[src/rtl/biq_pkg.sv]
`timescale 1ns / 1ps
// Shared constants, register indexes and lane control type for the biquad filter.
package biq_pkg;

    localparam int AXES_DEF           = 3;
    localparam int SAMPLE_BITS_DEF    = 16;
    localparam int COEF_FRAC_BITS_DEF = 16;

    // Q3.F coefficients: sign, three integer bits, F fraction bits
    localparam int COEF_INT_BITS = 4;
    localparam int NUM_COEFS     = 5;
    localparam int CFG_INDEX_W   = 3;

    localparam logic [CFG_INDEX_W-1:0] COEF_B0 = 3'd0;
    localparam logic [CFG_INDEX_W-1:0] COEF_B1 = 3'd1;
    localparam logic [CFG_INDEX_W-1:0] COEF_B2 = 3'd2;
    localparam logic [CFG_INDEX_W-1:0] COEF_A1 = 3'd3;
    localparam logic [CFG_INDEX_W-1:0] COEF_A2 = 3'd4;

    // Stage enables shared by all lanes
    typedef struct packed {
        logic load;   // accept a word into the product stage
        logic adv2;   // move products into the feedforward sum
        logic fire;   // close the feedback loop and emit the output
    } biq_ctrl_t;

endpackage

[src/rtl/biq_coef_regs.sv]
`timescale 1ns / 1ps
// Coefficient register file written through the configuration port.
module biq_coef_regs
    import biq_pkg::*;
#(
    parameter int COEF_FRAC_BITS = COEF_FRAC_BITS_DEF,
    localparam int COEF_BITS = COEF_FRAC_BITS + COEF_INT_BITS
)
(
    input  logic                        clk,
    input  logic                        rst_n,
    input  logic                        wr_en,
    input  logic [CFG_INDEX_W-1:0]      wr_index,
    input  logic [COEF_BITS-1:0]        wr_data,
    output logic signed [COEF_BITS-1:0] coef [NUM_COEFS]
);

    localparam logic signed [COEF_BITS-1:0] COEF_ONE =
        {{(COEF_INT_BITS-1){1'b0}}, 1'b1, {COEF_FRAC_BITS{1'b0}}};

    logic signed [COEF_BITS-1:0] coef_reg [NUM_COEFS];

    always_ff @(posedge clk or negedge rst_n)
    begin
        if (!rst_n)
        begin
            for (int i = 0; i < NUM_COEFS; i++)
            begin
                if (i == int'(COEF_B0))
                begin
                    coef_reg[i] <= COEF_ONE;
                end
                else
                begin
                    coef_reg[i] <= '0;
                end
            end
        end
        else if (wr_en)
        begin
            case (wr_index)
                COEF_B0, COEF_B1, COEF_B2, COEF_A1, COEF_A2:
                    coef_reg[wr_index] <= wr_data;
                default:
                    ; // drop writes to unknown indexes
            endcase
        end
    end

    assign coef = coef_reg;

endmodule

[config.mk]
export PLATFORM = sky130hd
export DESIGN_NAME = biq_coef_regs
export DESIGN_NICKNAME = d
export VERILOG_FILES = /design/src/rtl/biq_pkg.sv /design/src/rtl/biq_coef_regs.sv
export SDC_FILE = /design/constraint.sdc
export NUM_CORES = 1
export LEC_CHECK = 0
export BUFFER_PORTS_ARGS = -buffer_cell sky130_fd_sc_hd__buf_2
export CAP_MARGIN = 20
export CELL_PAD_IN_SITES_DETAIL_PLACEMENT = 1
export CELL_PAD_IN_SITES_GLOBAL_PLACEMENT = 1
export CORE_MARGIN = 4
export CORE_UTILIZATION = 42
export DETAILED_ROUTE_END_ITERATION = 7
export PLACE_DENSITY_LB_ADDON = 0.1
export SYNTH_ARGS = -nofsm -noshare
export SYNTH_HDL_FRONTEND = slang
export SYNTH_SLANG_ARGS = --single-unit
[constraint.sdc]
create_clock -name clk -period 1.15 [get_ports clk]
set_clock_uncertainty 0.1 [all_clocks]
set_input_delay 0.115 -clock clk [delete_from_list [all_inputs] [get_ports clk]]
set_output_delay 0.115 -clock clk [all_outputs]
set_load 0.02 [all_outputs]
# ---- After elaboration in Yosys (flattened, before gate mapping)
# Index checks and enable logic that the tools add are counted.
dict set report word_totals {
  regBits 100
  latchBits 0
  ramBits 0
  mem_bits_ro 0
  in_bits 26
  wordCells 19
  n_memories 0
}
dict set report op_classes {
  add_sub_neg 0
  mul 0
  div_mod_pow 0
  magnitude_cmp 2
  n_eq_ne 4
  n_shift 0
  mux 3
  bitwise 1
  reduce_logical 4
}
# op n
set ops {}
lappend ops {{$bwmux W100} 1}
lappend ops {{$demux W20 S3} 1}
lappend ops {{$mux W20} 1}
lappend ops {{$eq A3 B2 Y1 const B} 2}
lappend ops {{$reduce_or A5 Y1} 1}
lappend ops {{$ge A4 B4 Y1 const B} 1}
lappend ops {{$lt A4 B1 Y1 const B} 1}
lappend ops {{$not A3 Y4} 1}
lappend ops {{$eq A3 B1 Y1 const B} 1}
lappend ops {{$eq A3 B3 Y1 const B} 1}
lappend ops {{$logic_not A3 Y1} 1}
lappend ops {{$reduce_and A2 Y1} 1}
lappend ops {{$logic_and A1 B1 Y1} 1}

# ---- Longest topological paths before layout
dict set report depth {
  ltp_word 6
  ltp_mapped 3
  ltp_nobuf 2
}

# ---- Worst setup path after synthesis
# OpenSTA, ideal clock, no wires.
dict set report synth_timing {
  path_type {input to register}
  startpoint {in wr_index[1]}
  endpoint {reg coef_reg, in the netlist coef[87]}
  t_arrival_ns 0.934
  slack_ns -0.009
  stages 3
  n_path_buf 1
  cell_sequence {nor4b_2 > buf_4 > mux2_2}
}
dict set report synth_via {
  elab_chain_len 6
  word_cells_on_any_way 14
  classes_between {order compare: 2; eq/ne: 4; mux: 3; bitwise: 1; reduce/logical: 4}
}
# element line
set synth_lines {}
lappend synth_lines {{from (decl)} biq_coef_regs.sv:13} ;# input logic [CFG_INDEX_W-1:0] wr_index,
lappend synth_lines {{$not A3 Y4 (not written as such)} biq_coef_regs.sv:43} ;# coef_reg[wr_index] <= wr_data;
lappend synth_lines {{$ge A4 B4 Y1 (not written as such) / $lt A4 B1 Y1 (equally long branches)} biq_coef_regs.sv:43}
lappend synth_lines {{$logic_and A1 B1 Y1 (not written as such)} biq_coef_regs.sv:43}
lappend synth_lines {{$mux W20 (not written as such)} biq_coef_regs.sv:43}
lappend synth_lines {{$demux W20 S3} biq_coef_regs.sv:43}
lappend synth_lines {{$bwmux W100} biq_coef_regs.sv:43}
lappend synth_lines {{to (signal, indexed assignment)} biq_coef_regs.sv:43}
lappend synth_lines {{to (decl)} biq_coef_regs.sv:21} ;# logic signed [COEF_BITS-1:0] coef_reg [NUM_COEFS];
# Several ways; a longest one is shown, not always the timed one.
# A chain may end at the register's enable or synchronous reset.

# ---- Final worst setup path
dict set report layout_timing {
  startpoint {reg coef_reg, in the netlist coef[96]}
  endpoint {out coef[96] in the netlist's numbering}
}
# element line
set layout_rtl {}
lappend layout_rtl {{to (decl)} biq_coef_regs.sv:15} ;# output logic signed [COEF_BITS-1:0] coef [NUM_COEFS]
# No word-level cell between the ends.

==> impl_metrics.toml <==
[run_status]
failed_checks = "setup timing"
status = "complete, but fails checks"

[final_layout]
instances_no_fill = 553
syn_to_final_growth_pct = 50.6
drive_gt1_share_pct = 71.0
antenna_cells = 0
layout.nets = 445
finish.utilization_pct = 65.0
largest_reg_flops = 100

[timing]
setup_tns_ns = -0.0736
slew_headroom_pct = 80.5
period_share_pct = 106
hold_viol_final = 0
min_period_ns = 1.22
finalSetupViolations = 1
layout_setup_ws_ns = -0.0736
worstMarginPinSlew_ns = 0.292
fmaxAchievable_mhz = 817
grt_setup_unrepaired = "yes"
slew_viol_final = 0

[worst_setup_path]
worstSetupStartpointType = "flop"
path_class = "flop to output pin"
crit_required_ns = 0.94
critPathMaxStageDelay_ns = 0.55
path_max_fanout = 2
arrival_ns = 1.01
cp_num_buf_inv = 1
path_cells = "buf_6"
cpMaxStageDelayCell = "dfstp_2"
crit_path_end_kind = "output pin"
crit_family = "flip-flops"

[worst_hold_path]
holdCritPathClass = "input pin to asynchronous set/reset pin"

[global_route]
grt_max_degree = 37
track_usage_pct = 17.8
antenna_found_initial = 0
grt_pass1_wl_um = 15600
grt_pass1_vias = 2841
grt-ovfl-total = 0

[cts]
clock-root-buffer = "clkbuf_8"
cts_buffers = 9
cts_tree = "yes"
cts.clk_slew.worst_paths_ns = 0.10
clkSinkCount = 100
h-tree-depth = 3
clk_latency_ns = 0.33
cts_max_path_buffers = 2

[yosys]
synthArstFlopShare_pct = 100
synthCells = 215
yosysWarnings = 0
synth-main-ff-cell = "dfrtp_1"
yosys_register_bits = 100
synthesis.nets = 241
synth_top_cell_by_area = "dfrtp_1"
syn_area_um2 = 4010
synth_area_per_cell_um2 = 18.6
yosysMostFrequentCell = "dfrtp_1"
synth_edf_count = 0
synth.distinct_cells = 11
synth_common_cells = "99 x dfrtp_1, 60 x mux2_4, 39 x mux2_2, 6 x buf_6, 3 x and4bb_1"
netlist.area_leader.share_pct = 61.8
synthTopCellsByArea = "dfrtp_1 62%, mux2_4 22%, mux2_2 11%, buf_6 1.7%, and4bb_1 0.94%"
ys_seq_area_share_pct = 62.5

[drt]
drt-initial-drc-count = 26
drc = 0
via_per_inst = 4.76
drtPass1Iterations = 4
vias = 2633
wl_per_cell_um = 19.7
wirelength_um = 10900
route.antenna.remaining_nets = 0

[die]
die-area_um2 = 11200
die_x_um = 106
start_util_pct = 43.2
die_h_um = 106
core_area_um2 = 9280
rows = 35
ios = 126

[power_and_ir_drop]
powerDensity_nw_per_um2 = 1870
vdd_drop_max_mv = 0.788
p_leak_nw = 2.91

[placement]
place_ws_ns = -0.243
io_buffers = 125
gp_congestion = 0.709
dp_hpwl_um = 6630
dp.cells = 473

[run]
max_cap_violations = 0
stage by stage:
step           area (µm²)  power (W)  hold WS (ns)
6_report             6040     0.0113        0.0854
2_1_floorplan        4020    0.00672        -0.281
3_3_place_gp         4930    0.00790       -0.0869
4_1_cts              5450     0.0103        0.0650
3_5_place_dp         4930    0.00799       -0.0876
5_1_grt              6040     0.0118        0.0956
report_power, final:
group	leakage, nW	switching [W]	total (W)	internal (W)
clock	0.0820	0.00124	0.00210	0.000854
sequential	1.20	0.000562	0.00486	0.00430
combinational	1.63	0.00190	0.00433	0.00244
final cells by class:
cell class / count / area (µm²)
fill: 887 / 3250
sequential: 100 / 2500
timing repair buffer: 203 / 1770
multi-input combinational: 105 / 1420
tap: 129 / 161
clock buffer: 11 / 141
clock inverter: 5 / 36.3
routing by layer:
metal / global-route usage, % / share of wire (%)
met4: 4.44 / 0.49
met5: 0 / 0
met3: 3.80 / 5.0
met1: 24.4 / 43
met2: 29.1 / 51
placed cells by master, fill, tap and decap left out:
cell,n
buf_2,60
clkbuf_1,1
clkinvlp_4,3
clkbuf_8,10
mux2_2,39
buf_12,9
clkinv_2,1
buf_6,62
mux2_4,60
dfrtp_1,99
nand4b_1,1
clkbuf_4,1
inv_6,1
buf_4,50
and4bb_2,3
dlygate4sd3_1,21
nor4b_4,1
mux2_1,1
dfstp_2,1
logic make-up after synthesis:
family | after synthesis | share of synthesized area [%]
buffers and inverters | 10 | 2.31
muxes | 100 | 33.7
and+or+nand+nor | 5 | 1.53
DFF | 100 | 62.5
worst paths after layout:
check,from,endpoint,slack (ns),depth (start not counted)
max reg2reg,coef[69],coef[69],0.02,3
max,coef[96],coef[96],-0.07,1
min in group clk,wr_index[1],coef[89],0.24,4
max in group asynchronous,rst_n,coef[82],0.37,3
min,rst_n,coef[78],0.09,2
min reg2reg,coef[80],coef[80],0.41,1
what timing repair did:
item	CTS	global route
resized for setup	12	115
setup endpoints to repair	18	77
endpoints found under the hold margin	200	0
pin swaps	0	0
buffers inserted	12	31
hold buffers	21	0
Note: power is estimated with default switching activity, not from simulation.
